**src/sv/sst_pkg.sv**
```systemverilog
`timescale 1ns / 1ps
// Shared types, codes and constants for the step-and-settle position trimmer.
// No dependencies; imported by every module of the block.
package sst_pkg;

    // Field widths
    localparam int DIST_W   = 13;
    localparam int TOL_W    = 10;
    localparam int MODE_W   = 2;
    localparam int SPEED_W  = 9;
    localparam int GAIN_W   = 10;
    localparam int CNT8_W   = 8;
    localparam int VEL_W    = 10;
    localparam int TOTAL_W  = 16;
    localparam int CMD_W    = 2;
    localparam int OC_W     = 3;
    localparam int PHASE_W  = 2;
    localparam int CFG_IDX_W = 3;
    localparam int CFG_DAT_W = 13;
    localparam int PROD_W   = GAIN_W + DIST_W;

    // Timeout in control ticks
    localparam logic [TOTAL_W-1:0] TIMEOUT_TICKS = 16'd300;
    localparam logic [SPEED_W-1:0] MIN_SPEED     = 9'd10;

    // Commands
    localparam logic [CMD_W-1:0] CMD_TICK   = 2'd0;
    localparam logic [CMD_W-1:0] CMD_SAMPLE = 2'd1;
    localparam logic [CMD_W-1:0] CMD_PATH   = 2'd2;
    localparam logic [CMD_W-1:0] CMD_START  = 2'd3;

    // Outcomes
    localparam logic [OC_W-1:0] OC_NONE     = 3'd0;
    localparam logic [OC_W-1:0] OC_STARTED  = 3'd1;
    localparam logic [OC_W-1:0] OC_BUSY     = 3'd2;
    localparam logic [OC_W-1:0] OC_NO_DATA  = 3'd3;
    localparam logic [OC_W-1:0] OC_IN_TOL   = 3'd4;
    localparam logic [OC_W-1:0] OC_TIMEOUT  = 3'd5;
    localparam logic [OC_W-1:0] OC_STEP_LIM = 3'd6;

    // Phases
    localparam logic [PHASE_W-1:0] PH_IDLE = 2'd0;
    localparam logic [PHASE_W-1:0] PH_TUNE = 2'd1;
    localparam logic [PHASE_W-1:0] PH_DONE = 2'd2;

    // Register indexes
    localparam logic [CFG_IDX_W-1:0] REG_TARGET   = 3'd0;
    localparam logic [CFG_IDX_W-1:0] REG_TOL      = 3'd1;
    localparam logic [CFG_IDX_W-1:0] REG_MODE     = 3'd2;
    localparam logic [CFG_IDX_W-1:0] REG_MAX_SPD  = 3'd3;
    localparam logic [CFG_IDX_W-1:0] REG_GAIN     = 3'd4;
    localparam logic [CFG_IDX_W-1:0] REG_STEP_LIM = 3'd5;
    localparam logic [CFG_IDX_W-1:0] REG_MOVE     = 3'd6;
    localparam logic [CFG_IDX_W-1:0] REG_SETTLE   = 3'd7;

    typedef struct packed {
        logic [DIST_W-1:0]  target_distance;
        logic [TOL_W-1:0]   tolerance;
        logic [MODE_W-1:0]  motion_mode;
        logic [SPEED_W-1:0] max_speed;
        logic [GAIN_W-1:0]  speed_gain;
        logic [CNT8_W-1:0]  step_limit;
        logic [CNT8_W-1:0]  move_ticks;
        logic [CNT8_W-1:0]  settle_ticks;
    } cfg_t;

    typedef struct packed {
        logic [PHASE_W-1:0] phase;
        logic               path_seen;
        logic               have_sample;
        logic [DIST_W-1:0]  last_range;
        logic               moving;
        logic               settling;
        logic [TOTAL_W-1:0] total_ticks;
        logic [CNT8_W-1:0]  phase_ticks;
        logic [CNT8_W-1:0]  steps_done;
        logic [VEL_W-1:0]   held_vx;
        logic [VEL_W-1:0]   held_vy;
        logic               done_flag;
    } state_t;

    typedef struct packed {
        logic               drive_valid;
        logic [VEL_W-1:0]   vel_x;
        logic [VEL_W-1:0]   vel_y;
        logic               done_res;
        logic [OC_W-1:0]    outcome;
    } result_t;

endpackage

```
**src/sv/sst_cfg.sv**
```systemverilog
`timescale 1ns / 1ps
// Configuration register file of the trimmer: eight write-only registers.
// Depends on sst_pkg.
module sst_cfg
    import sst_pkg::*;
(
    input  logic                 clk,
    input  logic                 rst_n,
    input  logic                 cfg_we,
    input  logic [CFG_IDX_W-1:0] cfg_addr,
    input  logic [CFG_DAT_W-1:0] cfg_wdata,
    output cfg_t                 cfg
);

    cfg_t cfg_reg;

    // Load the addressed register on a write
    always_ff @(posedge clk or negedge rst_n)
    begin
        if (!rst_n)
        begin
            cfg_reg.target_distance <= 13'd200;
            cfg_reg.tolerance       <= 10'd10;
            cfg_reg.motion_mode     <= 2'd0;
            cfg_reg.max_speed       <= 9'd50;
            cfg_reg.speed_gain      <= 10'd128;
            cfg_reg.step_limit      <= 8'd50;
            cfg_reg.move_ticks      <= 8'd2;
            cfg_reg.settle_ticks    <= 8'd3;
        end
        else if (cfg_we)
        begin
            case (cfg_addr)
                REG_TARGET:   cfg_reg.target_distance <= cfg_wdata;
                REG_TOL:      cfg_reg.tolerance       <= cfg_wdata[TOL_W-1:0];
                REG_MODE:     cfg_reg.motion_mode     <= cfg_wdata[MODE_W-1:0];
                REG_MAX_SPD:  cfg_reg.max_speed       <= cfg_wdata[SPEED_W-1:0];
                REG_GAIN:     cfg_reg.speed_gain      <= cfg_wdata[GAIN_W-1:0];
                REG_STEP_LIM: cfg_reg.step_limit      <= cfg_wdata[CNT8_W-1:0];
                REG_MOVE:     cfg_reg.move_ticks      <= cfg_wdata[CNT8_W-1:0];
                REG_SETTLE:   cfg_reg.settle_ticks    <= cfg_wdata[CNT8_W-1:0];
                default:      cfg_reg.target_distance <= cfg_reg.target_distance;
            endcase
        end
    end

    assign cfg = cfg_reg;

endmodule

```
**src/sv/sst_step.sv**
```systemverilog
`timescale 1ns / 1ps
// Single-pass event update of the trimmer: next state and result for one beat.
// Depends on sst_pkg.
module sst_step
    import sst_pkg::*;
(
    input  cfg_t               cfg,
    input  state_t             st,
    input  logic [CMD_W-1:0]   command,
    input  logic [DIST_W-1:0]  value,
    output state_t             st_next,
    output result_t            res
);

    logic [TOTAL_W-1:0] total_inc;
    logic [CNT8_W-1:0]  phase_inc;
    logic [CNT8_W-1:0]  steps_inc;
    logic               err_pos;
    logic [DIST_W-1:0]  err_abs;
    logic [PROD_W-1:0]  product;
    logic [PROD_W-9:0]  speed_raw;
    logic [PROD_W-9:0]  speed_floor;
    logic [SPEED_W-1:0] speed;
    logic               positive;
    logic [VEL_W-1:0]   vel;
    logic [VEL_W-1:0]   new_vx;
    logic [VEL_W-1:0]   new_vy;

    // Saturating counters
    assign total_inc = (st.total_ticks == '1) ? st.total_ticks
                                              : st.total_ticks + TOTAL_W'(1);
    assign phase_inc = (st.phase_ticks == '1) ? st.phase_ticks
                                              : st.phase_ticks + CNT8_W'(1);
    assign steps_inc = (st.steps_done == '1) ? st.steps_done
                                             : st.steps_done + CNT8_W'(1);

    // Error, speed and signed velocity for the next step
    assign err_pos   = st.last_range > cfg.target_distance;
    assign err_abs   = err_pos ? st.last_range - cfg.target_distance
                               : cfg.target_distance - st.last_range;
    assign product   = PROD_W'(cfg.speed_gain) * PROD_W'(err_abs);
    assign speed_raw = product[PROD_W-1:8];

    always_comb
    begin
        speed_floor = (speed_raw < (PROD_W-8)'(MIN_SPEED)) ? (PROD_W-8)'(MIN_SPEED) : speed_raw;
        if (speed_floor > (PROD_W-8)'(cfg.max_speed))
            speed = cfg.max_speed;
        else
            speed = speed_floor[SPEED_W-1:0];
    end

    assign positive = cfg.motion_mode[1] ^ ~err_pos ? 1'b0 : 1'b1;
    assign vel      = positive ? VEL_W'(speed) : VEL_W'(0) - VEL_W'(speed);
    assign new_vx   = cfg.motion_mode[0] ? '0 : vel;
    assign new_vy   = cfg.motion_mode[0] ? vel : '0;

    // Event dispatch
    always_comb
    begin
        st_next         = st;
        res.drive_valid = 1'b0;
        res.vel_x       = '0;
        res.vel_y       = '0;
        res.outcome     = OC_NONE;

        case (command)
            CMD_TICK:
            begin
                if (st.phase == PH_TUNE)
                begin
                    st_next.total_ticks = total_inc;
                    if (total_inc > TIMEOUT_TICKS ||
                        (cfg.step_limit != '0 && st.steps_done >= cfg.step_limit))
                    begin
                        st_next.phase     = PH_DONE;
                        st_next.moving    = 1'b0;
                        st_next.settling  = 1'b0;
                        st_next.done_flag = 1'b1;
                        res.drive_valid   = 1'b1;
                        res.outcome       = (total_inc > TIMEOUT_TICKS) ? OC_TIMEOUT
                                                                         : OC_STEP_LIM;
                    end
                    else if (st.moving)
                    begin
                        res.drive_valid = 1'b1;
                        if (phase_inc >= cfg.move_ticks)
                        begin
                            st_next.moving      = 1'b0;
                            st_next.settling    = 1'b1;
                            st_next.phase_ticks = '0;
                        end
                        else
                        begin
                            st_next.phase_ticks = phase_inc;
                            res.vel_x           = st.held_vx;
                            res.vel_y           = st.held_vy;
                        end
                    end
                    else if (st.settling)
                    begin
                        st_next.phase_ticks = phase_inc;
                        res.drive_valid     = 1'b1;
                        if (phase_inc >= cfg.settle_ticks && st.have_sample)
                        begin
                            if (err_abs <= DIST_W'(cfg.tolerance))
                            begin
                                st_next.phase     = PH_DONE;
                                st_next.moving    = 1'b0;
                                st_next.settling  = 1'b0;
                                st_next.done_flag = 1'b1;
                                res.outcome       = OC_IN_TOL;
                            end
                            else
                            begin
                                st_next.held_vx     = new_vx;
                                st_next.held_vy     = new_vy;
                                st_next.moving      = 1'b1;
                                st_next.settling    = 1'b0;
                                st_next.phase_ticks = '0;
                                st_next.steps_done  = steps_inc;
                                res.vel_x           = new_vx;
                                res.vel_y           = new_vy;
                            end
                        end
                    end
                end
            end

            CMD_SAMPLE:
            begin
                st_next.last_range  = value;
                st_next.have_sample = 1'b1;
                if (st.path_seen && st.phase == PH_IDLE)
                begin
                    st_next.phase       = PH_TUNE;
                    st_next.total_ticks = '0;
                    st_next.phase_ticks = '0;
                    st_next.moving      = 1'b0;
                    st_next.settling    = 1'b1;
                    st_next.held_vx     = '0;
                    st_next.held_vy     = '0;
                    res.drive_valid     = 1'b1;
                    res.outcome         = OC_STARTED;
                end
            end

            CMD_PATH:
            begin
                if (value[0] && !st.path_seen)
                begin
                    st_next.path_seen = 1'b1;
                    if (st.phase == PH_IDLE && st.have_sample)
                    begin
                        st_next.phase       = PH_TUNE;
                        st_next.total_ticks = '0;
                        st_next.phase_ticks = '0;
                        st_next.moving      = 1'b0;
                        st_next.settling    = 1'b1;
                        st_next.held_vx     = '0;
                        st_next.held_vy     = '0;
                        res.drive_valid     = 1'b1;
                        res.outcome         = OC_STARTED;
                    end
                end
            end

            default:
            begin
                if (st.phase == PH_TUNE)
                    res.outcome = OC_BUSY;
                else if (!st.have_sample)
                    res.outcome = OC_NO_DATA;
                else
                begin
                    st_next.phase       = PH_TUNE;
                    st_next.total_ticks = '0;
                    st_next.phase_ticks = '0;
                    st_next.moving      = 1'b0;
                    st_next.settling    = 1'b1;
                    st_next.held_vx     = '0;
                    st_next.held_vy     = '0;
                    st_next.steps_done  = '0;
                    st_next.done_flag   = 1'b0;
                    res.drive_valid     = 1'b1;
                    res.outcome         = OC_STARTED;
                end
            end
        endcase

        res.done_res = st_next.done_flag;
    end

endmodule

```
**src/sv/step_settle_position_trimmer.sv**
```systemverilog
`timescale 1ns / 1ps
// Top level of the step-and-settle position trimmer: beat registers and state.
// Depends on sst_pkg, sst_cfg and sst_step.
//
// Every input beat (tick, range sample, path flag or start request) gives exactly one
// result beat. A beat is captured in an input register and resolved by the combinational
// update logic into the result register, so a new beat is taken every cycle while the
// result stream is not stalled; the result is presented from the result register and is
// taken by the downstream side when tready is high. The pipeline only stalls
// when the result register is full and the downstream side holds tready low. Write the
// configuration registers only while no beat is in flight.
module step_settle_position_trimmer
    import sst_pkg::*;
(
    input  logic                 clk,
    input  logic                 rst_n,
    // Configuration write port
    input  logic                 cfg_we,
    input  logic [CFG_IDX_W-1:0] cfg_addr,
    input  logic [CFG_DAT_W-1:0] cfg_wdata,
    // Input stream
    input  logic                 s_tvalid,
    output logic                 s_tready,
    input  logic [15:0]          s_tdata,   // [12:0] value, [15:13] zero
    input  logic [1:0]           s_tuser,   // [1:0] command
    // Result stream
    output logic                 m_tvalid,
    input  logic                 m_tready,
    output logic [23:0]          m_tdata,   // [9:0] vel_x, [19:10] vel_y, [20] done_res,
                                            // [23:21] outcome
    output logic                 m_tuser    // [0] drive_valid
);

    cfg_t              cfg;
    state_t            st_reg;
    state_t            st_next;
    result_t           res_next;
    result_t           res_reg;
    logic              in_valid_reg;
    logic [CMD_W-1:0]  cmd_reg;
    logic [DIST_W-1:0] value_reg;
    logic              out_valid_reg;
    logic              advance;

    sst_cfg u_cfg (
        .clk       (clk),
        .rst_n     (rst_n),
        .cfg_we    (cfg_we),
        .cfg_addr  (cfg_addr),
        .cfg_wdata (cfg_wdata),
        .cfg       (cfg)
    );

    sst_step u_step (
        .cfg     (cfg),
        .st      (st_reg),
        .command (cmd_reg),
        .value   (value_reg),
        .st_next (st_next),
        .res     (res_next)
    );

    // Resolve the held beat when the result register can take it
    assign advance  = in_valid_reg && (!out_valid_reg || m_tready);
    assign s_tready = !in_valid_reg || advance;

    // Input beat register
    always_ff @(posedge clk or negedge rst_n)
    begin
        if (!rst_n)
            in_valid_reg <= 1'b0;
        else if (s_tready)
            in_valid_reg <= s_tvalid;
    end

    always_ff @(posedge clk)
    begin
        if (s_tready && s_tvalid)
        begin
            cmd_reg   <= s_tuser;
            value_reg <= s_tdata[DIST_W-1:0];
        end
    end

    // Tuning state advances once per resolved beat
    always_ff @(posedge clk or negedge rst_n)
    begin
        if (!rst_n)
            st_reg <= '0;
        else if (advance)
            st_reg <= st_next;
    end

    // Result register
    always_ff @(posedge clk or negedge rst_n)
    begin
        if (!rst_n)
            out_valid_reg <= 1'b0;
        else if (advance)
            out_valid_reg <= 1'b1;
        else if (m_tready)
            out_valid_reg <= 1'b0;
    end

    always_ff @(posedge clk)
    begin
        if (advance)
            res_reg <= res_next;
    end

    assign m_tvalid = out_valid_reg;
    assign m_tuser  = res_reg.drive_valid;
    assign m_tdata  = {res_reg.outcome, res_reg.done_res, res_reg.vel_y, res_reg.vel_x};

endmodule

```
**config.mk**
```make
export PLATFORM = sky130hd
export DESIGN_NAME = step_settle_position_trimmer
export DESIGN_NICKNAME = d
export VERILOG_FILES = /design/src/sv/sst_pkg.sv /design/src/sv/sst_cfg.sv /design/src/sv/sst_step.sv /design/src/sv/step_settle_position_trimmer.sv
export SDC_FILE = /design/constraint.sdc
export NUM_CORES = 1
export LEC_CHECK = 0
export BUFFER_PORTS_ARGS = -buffer_cell sky130_fd_sc_hd__buf_2
export CAP_MARGIN = 20
export CORE_MARGIN = 3
export CORE_UTILIZATION = 31
export DETAILED_ROUTE_END_ITERATION = 12
export PLACE_DENSITY_LB_ADDON = 0.12
export SYNTH_ARGS = -nofsm -noshare
export SYNTH_HDL_FRONTEND = slang
export SYNTH_SLANG_ARGS = --single-unit
```
**constraint.sdc**
```tcl
create_clock -name clk -period 31 [get_ports clk]
set_input_delay 6.2 -clock clk [delete_from_list [all_inputs] [get_ports clk]]
set_output_delay 6.2 -clock clk [all_outputs]
set_load 0.005 [all_outputs]
```
==> out/results.tsv <==
metric	value	unit
synth top area cells	dfrtp_1 (21%), fa_1 (11%), ha_1 (11%)	
Setup Buffers After CTS	0	
Area Overhead vs Synth	10.3	%
hold_buf cts	0	
GPL Wtd Cong	0.824	
grt total ovfl	0	
Layout Cells excl Fill	2285	
RSZ-0062 raised after global routing	false	
status	completed	
WL/cell	16.8	µm
Synth Area per Inst	9.32	µm²
Layout Nets	1914	
Post-DRT Antenna Nets	0	
Worst Path Required	31.22	ns
Distinct cells, synth	77	
share of post-route cells with drive strength above 1	12.5	%
Fmax achieved	68.6	MHz
DIE AREA	51600	µm²
clk sink count	182	
first-pass GRT wire length	64000	µm
htree depth	4	
Fin. Hold Viols	0	
chip height	227	µm
sequential share of the synthesized area	31.5	%
Synth warnings	0	
Post-synth ARST share	78.0	%
initial core utilization	31.6	%
Slew HR	28.9	%
DRC viols	0	
Post-synth EDFFs	40	
clock slew at reported path FFs	0.07	ns
Post-Synthesis Cell Area	15200	µm²
Period minus WS final	14.57	ns
Worst Max-Slew Pin Slew	1.06	ns
HPWL Detailed	29900	µm
Worst path slowest cell	a2111oi_2	
number of vias per cell	5.11	
Syn Nets	1884	
Skew-Pair Late Insertion Delay	0.47	ns
Setup TNS	0	ns
Setup-failing EPs final	0	
die span in x	227	µm
vias in the first global route	12000	
crit start category	register	
Top FF cell, synth	dfrtp_1	
number of flip-flops in the largest register	72	
GRT Util Overall	15.6	%
Root Buffer	clkbuf_16	
Max Cap Viol	0	
CTS Buffer Depth	2	
clock buffer count from CTS	17	
Layout Skew	0.0173	ns
count leader, synth	inv_1	
First-pass DRT Iterations	5	
pin count of the biggest net entering global routing	81	
top-area cell type share of the netlist area	21.0	%
setup slack, reg-to-reg	16.43	ns
synth cell count leaders	inv_1 (173), nand2_1 (171), ha_1 (131)	
Crit Path Max Fanout	18	
Resized Gates After CTS	0	
CP arrival	14.80	ns
initial detailed-routing violation count	653	
cells after synthesis	1627	
Synth area leader	dfrtp_1	
HP Class	register to register	
Critical Path Max Stage Delay	0.61	ns
critical path type	register to register	
Port Buffers	62	
CP Capture Type	register	
Ports	66	
Rows	80	
DP Cell Count	2251	
post-layout util	34.8	%
Post-Route WL	38400	µm
period utilization	47.0	%
CTS tree	done	
Design Area, Final	16700	µm²
core area	48000	µm²
Area after DPL	16100	µm²
final max-slew violation count	0	
Synth Register Bits	182	
Ant. Diodes	0	
via count	11700	
crit-path most repeated cell	fa_1	
initial antenna violation count	0	
==> critical path, delay by kind of cell, from the launching register on <==
kind | cells | cell delay [ns]
AO/OA/AOI/OAI | 16 | 4.08
adder cells (fa/ha/maj) | 9 | 4.02
AND/OR/NAND/NOR | 14 | 3.47
XOR/XNOR | 3 | 0.83
buffers and inverters | 6 | 0.73
multiplexers | 2 | 0.68
flip-flops | 1 | 0.53
==> final timing paths <==
path,end,cells after the start,start
worst max-delay path,m_tdata[18]$_SDFFCE_PP0P_,50,u_cfg.cfg[58]$_DFFE_PN1P_
worst min-delay path,st_reg[65]$_DFFE_PN0P_,1,value_reg[10]$_DFFE_PP_
worst max register to register,m_tdata[18]$_SDFFCE_PP0P_,50,u_cfg.cfg[58]$_DFFE_PN1P_
worst min register to register,st_reg[65]$_DFFE_PN0P_,1,value_reg[10]$_DFFE_PP_
max in group asynchronous,u_cfg.cfg[65]$_DFFE_PN0P_,2,rst_n
min in group asynchronous,st_reg[12]$_DFFE_PN0P_,1,rst_n
==> layer usage <==
metal	vias to the layer above	GRT usage [%]	routed length, µm
li1	5699	-	-
met1	5748	21.9	19000
met2	195	25.3	17800
met3	25	2.46	1110
met4	0	3.97	510
met5	-	0	0
==> cells by family (layout without fill, tap and decap cells) <==
logic type               Yosys count  in the layout  synth area share (%)
AND/OR/NAND/NOR                  497            497                  16.3
AO/OA/AOI/OAI                    367            367                  15.8
buffers and inverters            245            288                  6.22
adder cells (fa/ha/maj)          218            218                  22.3
flip-flops                       182            182                  31.5
multiplexers                      69             69                  5.05
XOR/XNOR                          49             49                  2.83
==> stage by stage <==
| stage | hold WS (ns) | worst slack [ns] |
|---|---|---|
| 2_1_floorplan | 0.450 | 18.43 |
| 3_3_place_gp | 0.462 | 16.35 |
| 3_5_place_dp | 0.466 | 16.45 |
| 4_1_cts | 0.481 | 16.39 |
| 5_1_grt | 0.491 | 15.27 |
| 6_report | 0.476 | 16.43 |
==> layout make-up <==
cell class,count,area [µm²]
Sequential cell,182,4770
Clock buffer,17,425
Timing Repair Buffer,83,482
Clock inverter,15,164
Multi-Input combinational cell,1200,9450
Tap cell,615,769
Fill cell,4958,31300
Inverter,173,649
==> cells in the final DEF, fill, tap and decap left out, drive strengths merged, types with 7 or more instances in the layout <==
cell	instances
dfrtp	127
edfxtp	40
nor3b	7
clkbuf	17
nor2b	18
nor4	8
dfstp	15
nand2b	22
a22oi	8
mux2i	9
a21oi	71
o21bai	9
o211ai	10
o21ai	124
a211oi	8
ha	131
xnor2	41
o31ai	13
xor2	8
inv	181
nor3	23
nand4	25
a22o	19
buf	83
and3	14
a21o	30
nand2	172
nand3	36
fa	87
a31oi	17
and2	76
mux2	60
nor2	76
Power is left out: the tool's default activity adds up to more than one toggle a clock period on the data nets, which glitch-free logic cannot reach.
